==> src/rtl/core/ppg_pkg.sv <==
// plasma pattern generator: shared widths, multiplier constants and the quarter-wave sine table
// no dependencies; every other file of the block refers to this package by scoped names
`default_nettype none

package ppg_pkg;

	localparam int COORD_BITS      = 10;
	localparam int SINE_INDEX_BITS = 12;

	// angles are turns with 16 fraction bits
	localparam int PHASE_W = 16;

	// x/d in turns is (coord * K) >> 8, K = round(2^24 / (2*pi*d))
	localparam int LIN_W = PHASE_W + 8;
	localparam logic [19:0] K_DIV7 = 20'd381454;
	localparam logic [19:0] K_DIV5 = 20'd534035;
	localparam logic [19:0] K_DIV6 = 20'd445029;
	localparam logic [19:0] K_DIV4 = 20'd667544;
	localparam int ROOT_PROD_W = 32;

	// root of (x*x + y*y) << 16, one result bit per pipeline stage
	localparam int SQ_W        = 2 * COORD_BITS;
	localparam int SUMSQ_W     = SQ_W + 1;
	localparam int RAD_W       = SUMSQ_W + 16;
	localparam int ROOT_W      = (RAD_W + 1) / 2;
	localparam int ROOT_STAGES = ROOT_W;

	// two input stages, root stages, root product, angle, three sine stages
	localparam int PIPE_STAGES = ROOT_STAGES + 7;

	// quarter-wave table, split into banks of at most 256 rows
	localparam int QUARTER_BITS = SINE_INDEX_BITS - 2;
	localparam int QUARTER_SIZE = 1 << QUARTER_BITS;
	localparam int QIDX_W       = QUARTER_BITS + 1;
	localparam int ROW_BITS     = (QUARTER_BITS > 8) ? 8 : QUARTER_BITS;
	localparam int BANK_BITS    = QUARTER_BITS - ROW_BITS;
	localparam int NUM_BANKS    = 1 << BANK_BITS;
	localparam int ROWS         = 1 << ROW_BITS;
	localparam int BSEL_W       = (BANK_BITS > 0) ? BANK_BITS : 1;
	localparam int SINE_W       = 15;

	// 127 + 127*sin with 14 fraction bits, and the sum of four of them
	localparam int WAVE_BASE_W = 16;
	localparam logic [WAVE_BASE_W-1:0] ONE_Q14 = 16'd16384;
	localparam int TERM_W   = 22;
	localparam int SUM_W    = 24;
	localparam int LEVEL_W  = 8;
	localparam int NUM_WAVES = 4;

	localparam logic [63:0] HALF_PI_Q62 = 64'h6487ED5110B4611A;
	localparam int SERIES_TERMS = 19;
	localparam int unsigned SERIES_DIV [SERIES_TERMS] = '{
		6, 20, 42, 72, 110, 156, 210, 272, 342, 420,
		506, 600, 702, 812, 930, 1056, 1190, 1332, 1482
	};

	typedef logic [SINE_W-1:0] qsine_rom_t [QUARTER_SIZE+1];

	typedef struct packed {
		logic [PHASE_W-1:0] x_ang;
		logic [PHASE_W-1:0] y_ang;
		logic [PHASE_W-1:0] d_ang;
	} lin_angles_t;

	// (a * b) >> 62 over the full 128-bit product
	function automatic logic [63:0] mul_q62(input logic [63:0] a, input logic [63:0] b);
		logic [127:0] p;
		p = {64'd0, a} * {64'd0, b};
		return p[125:62];
	endfunction

	// round(2^14 * sin(pi/2 * j / QUARTER_SIZE)) from a Taylor series in Q62
	function automatic logic [SINE_W-1:0] quarter_sine(input int unsigned j);
		logic [63:0] step_v;
		logic [63:0] th;
		logic [63:0] th2;
		logic [63:0] term;
		logic [63:0] acc;
		logic [63:0] rounded;
		step_v = HALF_PI_Q62 >> QUARTER_BITS;
		th     = step_v * 64'(j);
		th2    = mul_q62(th, th);
		term   = th;
		acc    = th;
		for (int k = 0; k < SERIES_TERMS; k++) begin
			term = mul_q62(term, th2) / 64'(SERIES_DIV[k]);
			if ((k & 1) == 0) begin
				acc = acc - term;
			end else begin
				acc = acc + term;
			end
		end
		rounded = (acc + (64'd1 << 47)) >> 48;
		return rounded[SINE_W-1:0];
	endfunction

	function automatic qsine_rom_t build_qsine();
		qsine_rom_t rom;
		for (int j = 0; j <= QUARTER_SIZE; j++) begin
			rom[j] = quarter_sine(j);
		end
		return rom;
	endfunction

	localparam qsine_rom_t QSINE = build_qsine();
	localparam logic [SINE_W-1:0] SINE_PEAK = QSINE[QUARTER_SIZE];

endpackage

`default_nettype wire

==> src/rtl/core/ppg_isqrt.sv <==
// pipelined integer square root, one result bit resolved per stage
// uses ppg_pkg widths; stalls with the rest of the pipeline through en
`default_nettype none

module ppg_isqrt (
	input  logic                        clk,
	input  logic                        en,
	input  logic [ppg_pkg::RAD_W-1:0]   radicand,
	output logic [ppg_pkg::ROOT_W-1:0]  root
);

	localparam int RW   = ppg_pkg::ROOT_W;
	localparam int RM_W = RW + 2;
	localparam int D_W  = 2 * RW;

	logic [RM_W-1:0] rem_s [RW];
	logic [RW-1:0]   q_s   [RW];
	logic [D_W-1:0]  d_s   [RW];

	for (genvar k = 0; k < RW; k++) begin : g_bit
		logic [RM_W-1:0] rem_in;
		logic [RW-1:0]   q_in;
		logic [D_W-1:0]  d_in;
		logic [RM_W-1:0] shifted;
		logic [RM_W-1:0] trial;

		if (k == 0) begin : g_first
			assign rem_in = '0;
			assign q_in   = '0;
			assign d_in   = D_W'(radicand);
		end else begin : g_next
			assign rem_in = rem_s[k-1];
			assign q_in   = q_s[k-1];
			assign d_in   = d_s[k-1];
		end

		// bring down the next two radicand bits, try (4q + 1)
		assign shifted = {rem_in[RM_W-3:0], d_in[D_W-1 -: 2]};
		assign trial   = {q_in, 2'b01};

		always_ff @(posedge clk) begin
			if (en) begin
				if (shifted >= trial) begin
					rem_s[k] <= shifted - trial;
					q_s[k]   <= {q_in[RW-2:0], 1'b1};
				end else begin
					rem_s[k] <= shifted;
					q_s[k]   <= {q_in[RW-2:0], 1'b0};
				end
				d_s[k] <= d_in << 2;
			end
		end
	end

	assign root = q_s[RW-1];

endmodule

`default_nettype wire

==> config.mk <==
export PLATFORM = sky130hd
export DESIGN_NAME = ppg_isqrt
export DESIGN_NICKNAME = d
export VERILOG_FILES = /design/src/rtl/core/ppg_pkg.sv /design/src/rtl/core/ppg_isqrt.sv
export SDC_FILE = /design/constraint.sdc
export NUM_CORES = 1
export LEC_CHECK = 0
export ABC_AREA = 1
export BUFFER_PORTS_ARGS = -buffer_cell sky130_fd_sc_hd__buf_4
export CORE_MARGIN = 4
export CORE_UTILIZATION = 61
export DETAILED_ROUTE_END_ITERATION = 7
export PLACE_DENSITY = 0.86
export SYNTH_ARGS = -nofsm -noshare
export SYNTH_HDL_FRONTEND = slang
export SYNTH_SLANG_ARGS = --single-unit
==> constraint.sdc <==
create_clock -name clk -period 3.3 [get_ports clk]
set_input_delay 0.165 -clock clk [delete_from_list [all_inputs] [get_ports clk]]
set_output_delay 0.165 -clock clk [all_outputs]
set_load 0.02 [all_outputs]
==> results.cfg <==
[drt]
vias = 31950
vias_per_cell = 5.521
first_pass_iters = 6
routedWlPerCell_um = 16.90
drtAntennaViolNets = 0
first_iter_violations = 2819
drc = 0
drt-total-wl_mm = 97.78

[clocking]
h-tree-depth = 3
post_cts_resize_count = 0
cts_root_buf = clkbuf_16
cts_sinks = 847
clk_pin_slew_ns = 0.07
tritoncts = built
post_cts_buffers = 0
cts-hold-fix-buffers = 38
clkLatencyLatePin_ns = 0.66
cts_buffers = 88
clock_path_buffers = 3

[synth]
synthFlopType = edfxtp_1
syn_inst = 4611
synthesis.area_um2 = 44010
synth_cell_type_count = 56
yosysSeqAreaShare_pct = 57.77
synth_edf_count = 846
syn-num-nets = 4859
ys_ff_latch = 847
syn_area_per_cell_um2 = 9.545
yosysWarnings = 0
synth-async-reset-ratio_pct = 0

[power_and_ir_drop]
pwr-share-comb_pct = 19.0
pwr-share-clk_pct = 33.6
vdd_drop_max_uv = 635.0
share_seq_of_total_power_pct = 47.3
switchingPower_w = 0.008601
internal-power_w = 0.02091
power_w = 0.02951
p_per_area_nw_per_um2 = 604.3
p_sw_share_pct = 29.14
leakagePower_nw = 21.91

[die]
io_pins = 58
die_h_um = 276.6
fp.dieArea_um2 = 76520
row_count = 98
start_util_pct = 61.57
die-width_um = 276.6
core_region_area_um2 = 71490

[setup_path]
worst_path_most_repeated_cell = nand2_1
cp.required_ns = 3.66
r2r_start = rem_s[11][0]$_DFFE_PP_
critPathLaunchType = flip-flop
slowest_stage = edfxtp_1
cp_cell_sequence = ha_1 -> o21ai_0 -> nand2_1 -> nand2_1 -> nand2_1 -> nand2_1 -> nand2_1 -> nand2_2 -> nand2_2 -> nand2_1 -> nand2_1
crit_type = reg2reg
crit_start = rem_s[11][0]$_DFFE_PP_
critPathMaxStageDelay_ns = 0.42
path_delay_family = simple AND/OR/NAND/NOR gates
cp.buffers_inverters = 0
cp_max_fo = 19
cp.arrival_ns = 3.00
endpoint_kind = flip-flop

[sta]
worst_clock_skew_ns = 0.03714
relSlewSlack_pct = 40.62
min_period_over_period_pct = 80.06
tns_ns = 0
rsz0062_at_grt = false
max_freq_mhz = 378.5
setup_viol = 0
hold_violations = 0
slew_viol_final = 0
worstMarginPinSlew_ns = 0.8907
min_period_ns = 2.642

[place]
place_inst = 5587
place.gp.congestion = 0.9400
hpwl_mm = 70.62
portBuffers = 57

[global_routing]
grt_pass1_vias = 31190
track_usage_pct = 25.24
grt_start_max_net_pins = 169
grt_overflow_total = 0
antenna_found_initial = 3
grt_pass1_wl_mm = 157.9

[cells_and_area]
num-fill-cells = 5308
drive_above_1_share_pct = 5.914
final_nets = 5013
n_antenna_cell = 0
syn2layout_area_growth_pct = 10.97
fin_cells = 5786

[status]
status = finished, final reports clean

[flow_run]
maxCapViolCount = 0

[worst_hold_path]
hold_path.class = in2reg
min_from = radicand[9]
[kinds of logic (layout without fill, tap and decap cells)]
logic type / count (synthesis) / in the layout / share of synthesized area (%)
AO/OA/AOI/OAI: 366 / 366 / 4.577
AND/OR/NAND/NOR: 2232 / 2232 / 21.43
XOR/XNOR: 162 / 162 / 3.224
buffers and inverters: 795 / 1020 / 7.064
adder cells (fa/ha/maj): 209 / 209 / 5.941
flip-flops: 847 / 847 / 57.77
[cell type report]
type	count	area, um2	area share, %
Clock buffer	98	2240	4.586
Clock inverter	63	645.6	1.322
Inverter	735	2766	5.664
Multi-Input combinational cell	2969	15480	31.69
Sequential cell	847	25420	52.06
Tap cell	950	1189	2.434
Timing Repair Buffer	124	1096	2.244
[power by group through the flow]
stage,clock [W],combinational [W],sequential (W)
after floorplan,0,0.00410,0.0139
after global placement,0,0.00532,0.0141
after detailed placement,0,0.00546,0.0142
after CTS,0.0101,0.00556,0.0140
after global routing,0.0106,0.00639,0.0141
final,0.00993,0.00562,0.0140
[registers in the layout, indices dropped and copies added, names as in the netlist]
name   cells
q_s      190
d_s      342
rem_s    315
[Yosys cell counts (2+ instances only)]
cell type,number,area [um2]
o211ai_1,7,52.55
nand2_4,2,22.52
nand2_2,9,56.30
or2_1,2,12.51
a21oi_2,3,26.28
inv_1,727,2729
o21ai_1,14,70.07
or2_2,13,81.33
buf_2,24,120.1
a21boi_0,2,15.01
edfxtp_1,846,25400
nand3_2,4,40.04
and2_1,7,43.79
ha_1,209,2615
nand4_1,58,362.9
nor2_4,5,56.30
nor2_1,377,1415
o21a_1,8,60.06
a21oi_1,172,860.8
nor3_2,4,40.04
nor3b_1,4,30.03
nor3_1,73,365.4
inv_2,5,18.77
and3_1,6,37.54
nor4_1,11,68.82
xnor2_1,52,455.4
o21bai_1,10,75.07
nand2_1,1311,4921
nand3b_1,43,322.8
nand3_1,291,1456
nor2_2,7,43.79
clkbuf_1,21,78.83
a21o_1,13,97.59
o21ai_2,8,70.07
buf_4,7,52.55
o21ai_0,122,610.6
xor2_1,110,963.4
buf_6,6,67.56
[path summary, 6_finish.rpt]
path	cells past startpoint	slack (ns)	to
setup reg to reg	11	0.66	rem_s[12][8]$_DFFE_PP_
hold reg to reg	0	0.40	d_s[6][16]$_DFFE_PP_
hold / removal	2	0.22	d_s[0][9]$_DFFE_PP_
setup / recovery	11	0.66	rem_s[12][8]$_DFFE_PP_
[worst register-to-register path: cells and delay by family, from the launching register on]
family	cells	cell delay (ns)
simple gates	9	1.47
flops	1	0.42
fa+ha+maj	1	0.38
compound gates	1	0.10
[routing by layer]
metal	vias up	GRT usage [%]	routed length, um
met5	-	0	13
met4	2	9.536	4162
met3	299	3.372	5884
met2	1200	43.85	47860
met1	14910	32.61	39870
li1	15530	-	-
[through the flow]
| stage | worst slack [ns] | utilization [%] | instance area (um2) | hold WS, ns |
|---|---|---|---|---|
| after global placement | 0.7238 | 63.75 | 45580 | 0.3429 |
| after CTS | 0.6645 | 68.32 | 48840 | 0.2089 |
| final | 0.6581 | 68.32 | 48840 | 0.2235 |
| after detailed placement | 0.7163 | 63.75 | 45580 | 0.3443 |
| after floorplan | 1.244 | - | 44010 | 0.2639 |
| after global routing | 0.4070 | 68.32 | 48840 | 0.2301 |
[placed cells by master, fill, tap and decap left out, types with 10 or more instances in the layout]
cell type,synthesis,layout
o21bai_1,10,10
xnor2_1,52,52
nand3b_1,43,43
nor3_1,73,73
inv_1,727,727
ha_1,209,209
dlygate4sd3_1,0,38
clkinv_1,1,19
nand2_1,1311,1311
edfxtp_1,846,846
o21ai_1,14,14
xor2_1,110,110
buf_4,7,80
nor2_1,377,377
nand4_1,58,58
clkinv_2,0,17
a21oi_1,172,172
nand3_1,291,291
clkbuf_16,0,88
a21o_1,13,13
nor4_1,11,11
or2_2,13,13
bufinv_16,0,10
clkbuf_1,21,10
o21ai_0,122,122
Power figures use the tool's default switching activity.
