==> config.mk <==
export PLATFORM = sky130hd
export DESIGN_NAME = ppg_out_skid_flat
export DESIGN_NICKNAME = d
export VERILOG_FILES = /design/src/rtl/core/ppg_pkg.sv /design/src/rtl/core/ppg_gray_if.sv /design/src/rtl/core/ppg_out_skid.sv /design/src/flat_wrapper.sv
export SDC_FILE = /design/constraint.sdc
export NUM_CORES = 1
export LEC_CHECK = 0
export BUFFER_PORTS_ARGS = -buffer_cell sky130_fd_sc_hd__buf_2
export CAP_MARGIN = 0
export CORE_MARGIN = 2
export CORE_UTILIZATION = 43
export CTS_CLUSTER_SIZE = 30
export DETAILED_ROUTE_END_ITERATION = 8
export PLACE_DENSITY = 0.72
export SYNTH_ARGS = -nofsm -noshare
export SYNTH_HDL_FRONTEND = slang
export SYNTH_SLANG_ARGS = --single-unit
export TNS_END_PERCENT = 100
==> constraint.sdc <==
create_clock -name clk -period 1.6 [get_ports clk]
set_clock_uncertainty 0.05 [all_clocks]
set_input_delay 0.16 -clock clk [delete_from_list [all_inputs] [get_ports clk]]
set_output_delay 0.16 -clock clk [all_outputs]
set_load 0.02 [all_outputs]
==> src/rtl/core/ppg_pkg.sv <==
// plasma pattern generator: shared widths, multiplier constants and the quarter-wave sine table
// no dependencies; every other file of the block refers to this package by scoped names
`default_nettype none

package ppg_pkg;

	localparam int COORD_BITS      = 10;
	localparam int SINE_INDEX_BITS = 12;

	// angles are turns with 16 fraction bits
	localparam int PHASE_W = 16;

	// x/d in turns is (coord * K) >> 8, K = round(2^24 / (2*pi*d))
	localparam int LIN_W = PHASE_W + 8;
	localparam logic [19:0] K_DIV7 = 20'd381454;
	localparam logic [19:0] K_DIV5 = 20'd534035;
	localparam logic [19:0] K_DIV6 = 20'd445029;
	localparam logic [19:0] K_DIV4 = 20'd667544;
	localparam int ROOT_PROD_W = 32;

	// root of (x*x + y*y) << 16, one result bit per pipeline stage
	localparam int SQ_W        = 2 * COORD_BITS;
	localparam int SUMSQ_W     = SQ_W + 1;
	localparam int RAD_W       = SUMSQ_W + 16;
	localparam int ROOT_W      = (RAD_W + 1) / 2;
	localparam int ROOT_STAGES = ROOT_W;

	// two input stages, root stages, root product, angle, three sine stages
	localparam int PIPE_STAGES = ROOT_STAGES + 7;

	// quarter-wave table, split into banks of at most 256 rows
	localparam int QUARTER_BITS = SINE_INDEX_BITS - 2;
	localparam int QUARTER_SIZE = 1 << QUARTER_BITS;
	localparam int QIDX_W       = QUARTER_BITS + 1;
	localparam int ROW_BITS     = (QUARTER_BITS > 8) ? 8 : QUARTER_BITS;
	localparam int BANK_BITS    = QUARTER_BITS - ROW_BITS;
	localparam int NUM_BANKS    = 1 << BANK_BITS;
	localparam int ROWS         = 1 << ROW_BITS;
	localparam int BSEL_W       = (BANK_BITS > 0) ? BANK_BITS : 1;
	localparam int SINE_W       = 15;

	// 127 + 127*sin with 14 fraction bits, and the sum of four of them
	localparam int WAVE_BASE_W = 16;
	localparam logic [WAVE_BASE_W-1:0] ONE_Q14 = 16'd16384;
	localparam int TERM_W   = 22;
	localparam int SUM_W    = 24;
	localparam int LEVEL_W  = 8;
	localparam int NUM_WAVES = 4;

	localparam logic [63:0] HALF_PI_Q62 = 64'h6487ED5110B4611A;
	localparam int SERIES_TERMS = 19;
	localparam int unsigned SERIES_DIV [SERIES_TERMS] = '{
		6, 20, 42, 72, 110, 156, 210, 272, 342, 420,
		506, 600, 702, 812, 930, 1056, 1190, 1332, 1482
	};

	typedef logic [SINE_W-1:0] qsine_rom_t [QUARTER_SIZE+1];

	typedef struct packed {
		logic [PHASE_W-1:0] x_ang;
		logic [PHASE_W-1:0] y_ang;
		logic [PHASE_W-1:0] d_ang;
	} lin_angles_t;

	// (a * b) >> 62 over the full 128-bit product
	function automatic logic [63:0] mul_q62(input logic [63:0] a, input logic [63:0] b);
		logic [127:0] p;
		p = {64'd0, a} * {64'd0, b};
		return p[125:62];
	endfunction

	// round(2^14 * sin(pi/2 * j / QUARTER_SIZE)) from a Taylor series in Q62
	function automatic logic [SINE_W-1:0] quarter_sine(input int unsigned j);
		logic [63:0] step_v;
		logic [63:0] th;
		logic [63:0] th2;
		logic [63:0] term;
		logic [63:0] acc;
		logic [63:0] rounded;
		step_v = HALF_PI_Q62 >> QUARTER_BITS;
		th     = step_v * 64'(j);
		th2    = mul_q62(th, th);
		term   = th;
		acc    = th;
		for (int k = 0; k < SERIES_TERMS; k++) begin
			term = mul_q62(term, th2) / 64'(SERIES_DIV[k]);
			if ((k & 1) == 0) begin
				acc = acc - term;
			end else begin
				acc = acc + term;
			end
		end
		rounded = (acc + (64'd1 << 47)) >> 48;
		return rounded[SINE_W-1:0];
	endfunction

	function automatic qsine_rom_t build_qsine();
		qsine_rom_t rom;
		for (int j = 0; j <= QUARTER_SIZE; j++) begin
			rom[j] = quarter_sine(j);
		end
		return rom;
	endfunction

	localparam qsine_rom_t QSINE = build_qsine();
	localparam logic [SINE_W-1:0] SINE_PEAK = QSINE[QUARTER_SIZE];

endpackage

`default_nettype wire

==> src/rtl/core/ppg_gray_if.sv <==
// gray level channel: valid/ready with gray_level
// widths come from ppg_pkg
`default_nettype none

interface ppg_gray_if;
	logic                        valid;
	logic                        ready;
	logic [ppg_pkg::LEVEL_W-1:0] gray_level;

	modport source (output valid, output gray_level, input ready);
	modport sink (input valid, input gray_level, output ready);
endinterface

`default_nettype wire

==> src/rtl/core/ppg_out_skid.sv <==
// output register with one skid entry; takes a result while the one in front waits
// uses ppg_pkg and the ppg_gray_if channel
`default_nettype none

module ppg_out_skid (
	input  logic                         clk,
	input  logic                         arst_n,
	input  logic                         push_valid,
	input  logic [ppg_pkg::LEVEL_W-1:0]  push_level,
	output logic                         take,
	ppg_gray_if.source                   gray
);

	logic                        out_valid_q;
	logic [ppg_pkg::LEVEL_W-1:0] out_data_q;
	logic                        skid_valid_q;
	logic [ppg_pkg::LEVEL_W-1:0] skid_data_q;
	logic                        pop;
	logic                        push;

	assign take = !skid_valid_q;
	assign pop  = out_valid_q && gray.ready;
	assign push = push_valid && take;

	always_ff @(posedge clk or negedge arst_n) begin
		if (!arst_n) begin
			out_valid_q  <= 1'b0;
			skid_valid_q <= 1'b0;
		end else if (skid_valid_q) begin
			if (pop) begin
				skid_valid_q <= 1'b0;
			end
		end else if (push) begin
			if (out_valid_q && !pop) begin
				skid_valid_q <= 1'b1;
			end else begin
				out_valid_q <= 1'b1;
			end
		end else if (pop) begin
			out_valid_q <= 1'b0;
		end
	end

	always_ff @(posedge clk) begin
		if (skid_valid_q) begin
			if (pop) begin
				out_data_q <= skid_data_q;
			end
		end else if (push) begin
			if (out_valid_q && !pop) begin
				skid_data_q <= push_level;
			end else begin
				out_data_q <= push_level;
			end
		end
	end

	assign gray.valid      = out_valid_q;
	assign gray.gray_level = out_data_q;

	// skid only fills behind a waiting result
	a_skid_behind_out: assert property (@(posedge clk) disable iff (!arst_n)
		skid_valid_q |-> out_valid_q)
		else $error("skid entry held with output register empty");

	a_skid_fill_on_stall: assert property (@(posedge clk) disable iff (!arst_n)
		$rose(skid_valid_q) |-> $past(out_valid_q && !gray.ready))
		else $error("skid filled without a stalled output");

endmodule

`default_nettype wire
==> src/flat_wrapper.sv <==
// flat-port wrapper written by rule: the top's interface ports become plain ports
module ppg_out_skid_flat 
  (clk, arst_n, push_valid, push_level, take, gray_valid, gray_gray_level, gray_ready);
  ppg_gray_if gray_i ();
  input  logic clk;
  input  logic arst_n;
  input  logic push_valid;
  input  logic [ppg_pkg::LEVEL_W-1:0] push_level;
  output logic take;
  output wire logic [$bits(gray_i.valid)-1:0] gray_valid;
  output wire logic [$bits(gray_i.gray_level)-1:0] gray_gray_level;
  input wire logic [$bits(gray_i.ready)-1:0] gray_ready;
  assign gray_valid = gray_i.valid;
  assign gray_gray_level = gray_i.gray_level;
  assign gray_i.ready = gray_ready;
  ppg_out_skid u_core (.clk(clk), .arst_n(arst_n), .push_valid(push_valid), .push_level(push_level), .take(take), .gray(gray_i));
endmodule
==> run metrics, run 1 <==
Cells after Synth=37; gpl congestion=0.631; Final Core Density=0.604; fmax=0.769 GHz; post-synth top area cell=edfxtp_1; post-synthesis sequential area ratio=0.741; # port buffers=21; post-synthesis sequential element count=18; clock sink count=18; mapped cell area=716 um^2; r2r setup slk=300 ps; final slew viol count=0; RSZ-0062 raised after global routing=no; drt first pass iters=4; register area=531 um^2; NetSw=0.518 mW; routed vias/inst=4.82; share of cells above drive strength 1=0.565; Tmin final=1300 ps; largest cells by area after synthesis=edfxtp_1, mux2_4, dfrtp_1; crit-path max cell delay=400 ps; Post-synth EDFFs=16; combinational power share=0.396; critical path startpoint category=flop; largest net degree at the start of global routing=12; CTS max path bufs=2; # DRC=0; Root Buffer=clkbuf_4; worst hold path type=in -> reg; fillers=129; Sw Ratio=0.328; CTS tree=yes; Worst Path Arrival=1250 ps; most frequent cell after synthesis=edfxtp_1; syn_area_per_cell=19.3 um^2; Clock Latency Late Sink=280 ps; clock network fraction of design power=0.143; Slew HR=0.884; Syn-to-layout area delta=30.1%; DRT iter0 DRCs=9; Synth cell types=13; R2R cell count=3; TNS Setup=0 ps; clock slew seen by the registers of the worst setup and hold paths=90 ps; reg2reg end=u_core.gray.gray_level[6]; Multi-input gate area=171 um^2; DIE WIDTH=44.8 um; share of flip-flops with an asynchronous set or reset=0.111; Pleak=0.397 nW; Total GRT Usage=0.127; maximum level of the CTS H-tree=1; Final setup violation count=0; Worst Hold Endpoint=u_core.skid_data_q[4]; Core ar.=1540 um^2; CTS resizes=0; Hold Slack=12.6 ps; diodes inserted=0; reg2reg start=u_core.skid_valid_q; initial antenna violation count=0; final hold violations=0; Hold Crit Start=push_level[4]; aggregate routed wire length=1150 um; DRT antenna net count=0; commonest cells in the netlist=edfxtp_1, mux2_4, a21oi_1, dfrtp_1, inv_1; GRT overflow=0; number of global-route vias before repair=403; internal power=1.06 mW; Post-Syn Nets=49; sequential share of power=0.460; nets=82; vias=410; CP required=1550 ps; leading register cell type out of synthesis=edfxtp_1; Power Dens Cells=1690 nW/um^2; final non-filler cell total=85; global-route wire length before repair=1760 um; CP Max Fanout=8; TritonCTS Buffers=3; CP max stage cell=dfrtp_1; hold depth=1; top cell type's share of synthesized area=0.671; critical path endpoint category=flop; I/O pin count=22; Initial Utilization=0.464; Ys Warns=0; Least-Margin Pin Slew=174 ps; Max Cap Viol=0; Die Ht=44.8 um; WS Path Type=reg -> reg; crit path cell chain=nand2b_2 -> a2bb2oi_1 -> buf_4; VDD IR max=0.971 mV; period utilization=0.813; placed insts=77; die area=2010 um^2; std cell rows=14; outcome=completed; wire per inst=13.5 um
==> worst max-delay path, delay by kind of cell (launching register included) <==
kind	cells	cell delay (ps)
DFF	1	400
and+or+nand+nor	1	210
buffers and inverters	1	200
AOI/OAI and AO/OA	1	170
==> flip-flops by register name, summed over array words and instances, names as in the netlist <==
signal                  flops
u_core.gray.gray_level      8
u_core.gray.valid           1
u_core.skid_data_q          8
u_core.skid_valid_q         1
==> final cells by class <==
type,instances,area share
flip-flops and latches,18,0.570
repair buffers,29,0.188
multi-input cells,16,0.184
clock buffers,4,0.0282
well taps,16,0.0215
inverters,2,0.00806
==> what timing repair did <==
item	CTS	global route
setup endpoints to repair	0	0
endpoints found under the hold margin	3	2
hold buffers	2	2
setup buffers	0	0
==> how the worst max path moves through the flow <==
stage	endpoint	slack, ps	from
3_3_place_gp	u_core.skid_data_q[2]	360	u_core.skid_valid_q
5_1_grt	take	240	u_core.skid_valid_q
3_5_place_dp	u_core.gray.gray_level[5]	320	u_core.skid_valid_q
6_report	u_core.gray.gray_level[6]	300	u_core.skid_valid_q
4_1_cts	take	300	u_core.skid_valid_q
2_1_floorplan	u_core.gray.gray_level[0]	70	u_core.gray.valid
==> metal layers <==
| layer | GRT usage | part of all wire |
|---|---|---|
| met5 | 0 | 0 |
| met4 | 0.0529 | 0 |
| met3 | 0.0360 | 0.049 |
| met2 | 0.214 | 0.52 |
| met1 | 0.152 | 0.43 |
==> logic make-up after synthesis <==
logic type,Yosys count,synth area share
AOI/OAI and AO/OA,4,0.0332
buffers and inverters,3,0.0262
DFF,18,0.741
muxes,8,0.163
and+or+nand+nor,4,0.0367
==> placed cells by master (no fill, tap or decap) <==
cell / netlist / final
buf_2: 0 / 21
edfxtp_1: 16 / 16
mux2_4: 7 / 7
dlygate4sd3_1: 0 / 4
buf_4: 0 / 4
clkbuf_4: 0 / 3
inv_1: 2 / 2
a21oi_1: 2 / 2
dfrtp_1: 2 / 2
nand2b_2: 1 / 1
nor3_2: 0 / 1
nand2_1: 1 / 1
a2bb2oi_1: 1 / 1
and2b_2: 1 / 1
o21ai_1: 1 / 1
mux2_2: 1 / 1
clkbuf_1: 0 / 1
==> through the flow <==
stage	worst slack, ps	total power, mW	cell area, um^2
final	300	1.58	931
after global placement	358	1.34	865
after CTS	298	1.59	911
after floorplan	67.3	1.18	721
after global routing	242	1.66	931
after detailed placement	318	1.36	865
==> power groups by stage <==
stage	logic (mW)	clock network [mW]	registers, mW
6_report	0.625	0.226	0.725
4_1_cts	0.626	0.235	0.726
5_1_grt	0.668	0.254	0.737
3_5_place_dp	0.619	0	0.738
3_3_place_gp	0.605	0	0.735
2_1_floorplan	0.313	0	0.863
No activity file was read; power rests on OpenSTA's default activity.
==> run 2, diff against run 1 <==
==> constraint.sdc (replaced) <==
create_clock -name clk -period 1.1 [get_ports clk]
set_clock_uncertainty 0.05 [all_clocks]
set_input_delay 0.11 -clock clk [delete_from_list [all_inputs] [get_ports clk]]
set_output_delay 0.11 -clock clk [all_outputs]
set_load 0.02 [all_outputs]
==> run metrics, run 2 (same netlist as run 1, synthesis figures left out) <==
outcome=finished with violations (was completed); failing checks=negative setup slack; sequential share of power=0.413 (was 0.460); std cell rows=14 (unchanged); Sw Ratio=0.323 (was 0.328); RSZ-0062 raised after global routing=yes (was no); VDD IR max=1.53 mV (was 0.971 mV); Final setup violation count=26 (was 0); commonest non-fill, non-tap cells in the layout=buf_2, edfxtp_1, dlygate4sd3_1 (was buf_2, edfxtp_1, mux2_4); DIE WIDTH=44.8 um (unchanged); critical path endpoint category=flop (unchanged); share of cells above drive strength 1=0.610 (was 0.565); Power Dens Cells=2450 nW/um^2 (was 1690 nW/um^2); commonest non-fill, non-tap cell in the layout=buf_2 (unchanged); Initial Utilization=0.464 (unchanged); internal power=1.77 mW (was 1.06 mW); gpl congestion=0.684 (was 0.631); Slew HR=0.895 (was 0.884); fmax=0.808 GHz (was 0.769 GHz); r2r setup slk=-140 ps (was 300 ps); crit-path max cell delay=450 ps (was 400 ps); worst hold path type=in -> reg (unchanged); clock sink count=18 (unchanged); CP Max Fanout=8 (unchanged); Tmin final=1240 ps (was 1300 ps); final worst slack=-138 ps (was 300 ps); Root Buffer=clkbuf_4 (unchanged); TNS Setup=-2940 ps (was 0 ps); largest net degree at the start of global routing=11 (was 12); TritonCTS Buffers=3 (unchanged); initial antenna violation count=0 (unchanged); Worst Hold Endpoint=u_core.skid_valid_q (was u_core.skid_data_q[4]); placed insts=78 (was 77); Post-DP HPWL=795 um; final slew viol count=0 (unchanged); DRT antenna net count=0 (unchanged); final non-filler cell total=93 (was 85); Total GRT Usage=0.126 (was 0.127); Least-Margin Pin Slew=157 ps (was 174 ps); clock slew seen by the registers of the worst setup and hold paths=90 ps (about the same); fillers=114 (was 129); Hold Slack=48.8 ps (was 12.6 ps); hold depth=2 (was 1); critical path startpoint category=flop (unchanged); routed vias/inst=4.73 (was 4.82); I/O pin count=22 (unchanged); period utilization=1.13 (was 0.813); combinational power share=0.464 (was 0.396); CP startpoint=u_core.skid_valid_q (unchanged); aggregate routed wire length=1130 um (was 1150 um); CTS tree=yes (unchanged); reg2reg start=u_core.skid_valid_q (unchanged); CP max stage cell=dfrtp_2 (was dfrtp_1); Worst Path Arrival=1200 ps (was 1250 ps); CTS max path bufs=2 (unchanged); Core ar.=1540 um^2 (unchanged); # DRC=0 (unchanged); Syn-to-layout area delta=49.5% (was 30.1%); global-route wire length before repair=1830 um (was 1760 um); Die Ht=44.8 um (unchanged); CP required=1060 ps (was 1550 ps); Max Cap Viol=0 (unchanged); maximum level of the CTS H-tree=1 (unchanged); crit path cell chain=nand2b_4 -> a2bb2oi_4 -> buf_12 (was nand2b_2 -> a2bb2oi_1 -> buf_4); Pleak=0.449 nW (was 0.397 nW); reg2reg end=u_core.gray.gray_level[4] (was u_core.gray.gray_level[6]); Largest delay share family, worst path=flip-flops (unchanged); Clock Latency Late Sink=290 ps (was 280 ps); worst path bufs/invs=1 (unchanged); diodes inserted=0 (unchanged); drt first pass iters=4 (unchanged); DRT iter0 DRCs=9 (unchanged); number of global-route vias before repair=454 (was 403); WS Path Type=reg -> reg (unchanged); NetSw=0.848 mW (was 0.518 mW); GRT overflow=0 (unchanged); final hold violations=0 (unchanged); die area=2010 um^2 (unchanged); Hold Crit Start=gray_ready (was push_level[4]); nets=90 (was 82); wire per inst=12.2 um (was 13.5 um); vias=440 (was 410); clock network fraction of design power=0.123 (was 0.143); R2R cell count=3 (unchanged); # port buffers=21 (unchanged)
-- run 2: changes by cell type in the layout (fill, tap and decap cells not counted), sizes merged --
cell and change:
dlygate4sd3 +5, clkinv +1, clkbuf -1, buf +3
-- run 2: routing by layer --
metal	up-vias	routed length, um	share of wire	GRT usage
li1	220	-	-	-
met1	201	500	0.44	0.150
met2	15	543	0.48	0.220
met3	4	65	0.057	0.0280
met4	0	25	0.022	0.0529
met5	-	0	0	0
-- run 2: power groups by stage --
| stage | Clock, mW | Combinational [mW] | Sequential, mW |
|---|---|---|---|
| after detailed placement | 0 | 1.01 | 1.10 |
| after floorplan | 0 | 0.541 | 1.27 |
| after CTS | 0.333 | 1.22 | 1.09 |
| after global placement | 0 | 0.994 | 1.09 |
| final | 0.321 | 1.22 | 1.08 |
| after global routing | 0.343 | 1.29 | 1.10 |
-- run 2: layout make-up --
cell class | instances | area [um^2] | share of cell area
sequential | 18 | 533 | 0.498
timing repair buffer | 37 | 280 | 0.262
multi-input combinational | 16 | 200 | 0.187
clock buffer | 3 | 22.5 | 0.0211
tap | 16 | 20.0 | 0.0187
inverter | 2 | 10.0 | 0.00936
clock inverter | 1 | 3.75 | 0.00351
-- run 2: what timing repair did --
| item | 4_1_cts | 5_1_grt |
|---|---|---|
| gates resized for setup | 8 | 0 |
| hold buffers | 9 | 0 |
| cloned | 0 | 0 |
| pin swaps | 1 | 0 |
| endpoints found under the setup margin | 26 | 26 |
| buffers inserted | 2 | 0 |
| hold endpoints to repair | 10 | 0 |
-- run 2: worst register-to-register path: stages (launching register included) --
cell and delay, ps:
dfrtp_2 450, nand2b_4 180, a2bb2oi_4 150, buf_12 140
-- run 2: how the worst max path moves through the flow --
stage,slack [ps],endpoint,depth (start not counted)
finish,-140,u_core.gray.gray_level[4],3
global route,-190,u_core.skid_data_q[5],3
CTS,-140,u_core.skid_data_q[6],3
detailed placement,-200,u_core.gray.gray_level[3],2
global placement,-140,u_core.skid_data_q[7],3
floorplan,-130,u_core.skid_data_q[0],2
-- run 2: through the flow --
stage / setup slack (ps) / total power [mW] / util / cell area (um^2)
after global routing: -188 / 2.74 / 0.694 / 1070
after floorplan: -132 / 1.81 / - / 753
after detailed placement: -196 / 2.10 / 0.587 / 905
after global placement: -140 / 2.09 / 0.587 / 905
after CTS: -141 / 2.64 / 0.694 / 1070
final: -138 / 2.62 / 0.694 / 1070
==> run 3, diff against run 2 <==
--- a/config.mk
+++ b/config.mk
@@ -5,6 +5,7 @@
 export SDC_FILE = /design/constraint.sdc
 export NUM_CORES = 1
 export LEC_CHECK = 0
+export ABC_AREA = 1
 export BUFFER_PORTS_ARGS = -buffer_cell sky130_fd_sc_hd__buf_2
 export CAP_MARGIN = 0
 export CORE_MARGIN = 2
==> run metrics, run 3 <==
Least-Margin Pin Slew=122 ps (was 157 ps); r2r setup slk=-50 ps (was -140 ps); nets=113 (was 90); Ys Warns=0 (unchanged); outcome=finished with violations (unchanged); Worst Path Arrival=1010 ps (was 1200 ps); Max Cap Viol=0 (unchanged); met3 usage=0.0245 (was 0.0280); clock sink count=18 (unchanged); commonest cells in the netlist=nand2_1, edfxtp_1, inv_1 (was edfxtp_1, mux2_4, a21oi_1, dfrtp_1, inv_1); Syn-to-layout area delta=45.5% (was 49.5%); final worst slack=-68.8 ps (was -138 ps); die area=1980 um^2 (was 2010 um^2); maximum level of the CTS H-tree=1 (unchanged); final hold violations=0 (unchanged); leading register cell type out of synthesis=edfxtp_1 (unchanged); I/O pin count=22 (unchanged); largest net degree at the start of global routing=11 (unchanged); mapped cell area=707 um^2 (was 716 um^2); DRT antenna net count=0 (unchanged); Initial Utilization=0.464 (about the same); CTS max path bufs=2 (unchanged); commonest non-fill, non-tap cell in the layout=nand2_1 (was buf_2); failing checks=negative setup slack (unchanged); share of cells above drive strength 1=0.370 (was 0.610); RSZ-0062 raised after global routing=yes (unchanged); CTS tree=yes (unchanged); WS Path Type=reg -> out (was reg -> reg); # DRC=0 (unchanged); VDD IR max=1.01 mV (was 1.53 mV); DIE WIDTH=44.5 um (was 44.8 um); CP Max Fanout=3 (was 8); Clock Latency Late Sink=290 ps (about the same); drt first pass iters=4 (unchanged); critical path endpoint category=primary output (was flop); Post-DP HPWL=868 um (was 795 um); Core ar.=1520 um^2 (was 1540 um^2); Synth cell types=9 (was 13); clock slew seen by the registers of the worst setup and hold paths=90 ps (about the same); Slew HR=0.918 (was 0.895); wire per inst=10.7 um (was 12.2 um); period utilization=1.06 (was 1.13); Tmin final=1170 ps (was 1240 ps); global-route wire length before repair=1990 um (was 1830 um); gpl congestion=0.681 (was 0.684); Pleak=0.475 nW (was 0.449 nW); R2R cell count=4 (was 3); final non-filler cell total=116 (was 93); Power Dens Cells=2280 nW/um^2 (was 2450 nW/um^2); GRT overflow=0 (unchanged); syn_area_per_cell=11.6 um^2 (was 19.3 um^2); post-synthesis sequential element count=18 (unchanged); # port buffers=21 (unchanged); Total GRT Usage=0.142 (was 0.126); GR peak layer=met2 (unchanged); most frequent cell after synthesis=nand2_1 (was edfxtp_1); std cell rows=14 (unchanged); post-synth top area cell=edfxtp_1 (unchanged); largest cells by area after synthesis=edfxtp_1, nand2_1, dfrtp_1 (was edfxtp_1, mux2_4, dfrtp_1); met2 GRT Util=0.243 (was 0.220); worst hold path type=in -> async (was in -> reg); placed insts=100 (was 78); fmax=0.856 GHz (was 0.808 GHz); diodes inserted=0 (unchanged); Die Ht=44.5 um (was 44.8 um); TNS Setup=-789 ps (was -2940 ps); Post-Syn Nets=73 (was 49); TritonCTS Buffers=3 (unchanged); CP required=940 ps (was 1060 ps); reg2reg start=u_core.skid_valid_q (unchanged); total power=2.35 mW (was 2.62 mW); Root Buffer=clkbuf_4 (unchanged); vias=559 (was 440); GR Util met1=0.161 (was 0.150); Post-synth EDFFs=16 (unchanged); number of global-route vias before repair=492 (was 454); initial antenna violation count=0 (unchanged); top cell type's share of synthesized area=0.680 (was 0.671); Cells after Synth=61 (was 37); commonest non-fill, non-tap cells in the layout=nand2_1, buf_2, edfxtp_1 (was buf_2, edfxtp_1, dlygate4sd3_1); aggregate routed wire length=1240 um (was 1130 um); DRT iter0 DRCs=13 (was 9); share of flip-flops with an asynchronous set or reset=0.111 (unchanged); final slew viol count=0 (unchanged); critical path startpoint category=flop (unchanged); Final setup violation count=25 (was 26); routed vias/inst=4.82 (was 4.73); post-synthesis sequential area ratio=0.750 (was 0.741); reg2reg end=u_core.gray.gray_level[2] (was u_core.gray.gray_level[4])
[run 3: worst max-delay path by stage]
stage                                end  depth (start not counted)  slack, ps           startpoint
3_5_place_dp       u_core.skid_data_q[3]                          3       -100  u_core.skid_valid_q
5_1_grt                             take                          3       -100  u_core.skid_valid_q
6_report                            take                          3        -70  u_core.skid_valid_q
4_1_cts        u_core.gray.gray_level[7]                          4        -70  u_core.skid_valid_q
2_1_floorplan      u_core.skid_data_q[0]                          4        -20    u_core.gray.valid
3_3_place_gp       u_core.skid_data_q[1]                          3        -40  u_core.skid_valid_q
[run 3: cell type report]
type | count | area (um^2)
well taps | 16 | 20.0
fillers | 114 | 495
clock inverters | 1 | 3.75
multi-input cells | 37 | 166
inverters | 5 | 31.3
flip-flops and latches | 18 | 532
repair buffers | 36 | 253
clock buffers | 3 | 22.5
[run 3: what timing repair did]
action	in CTS	in global routing
resized for setup	11	1
hold buffers	10	0
setup buffers	2	0
pin swaps	2	1
endpoints found under the setup margin	17	25
gates cloned	0	0
hold endpoints to repair	11	0
[run 3: kinds of logic (layout without fill, tap and decap cells)]
logic type,Yosys count,in the layout,synth area share
simple gates,37,37,0.207
flops,18,18,0.750
buf+inv,6,45,0.0425
[run 3: critical path, cell delays in order, from the launching register on]
cell and delay [ps]:
dfrtp_1 400, buf_4 170, inv_8 50, buf_6 100
[run 3: layer usage]
layer	share of wire	wire length, um
met5	0	0
met4	0.023	29
met3	0.051	64
met2	0.51	629
met1	0.42	521
[run 3: power breakdown]
group	switching, mW	internal (mW)	total, mW
sequential	0.0649	0.986	1.05
combinational	0.591	0.382	0.973
clock	0.192	0.132	0.324
total	0.848	1.50	2.35
[run 3: through the flow]
step / hold WS [ps] / util / cell area, um^2 / setup WS, ps
after floorplan: -236 / - / 716 / -20.8
after global placement: -153 / 0.559 / 852 / -37.0
after detailed placement: -153 / 0.559 / 852 / -97.9
after CTS: 57.0 / 0.673 / 1030 / -72.6
after global routing: 73.9 / 0.675 / 1030 / -103
final: 66.5 / 0.675 / 1030 / -68.8
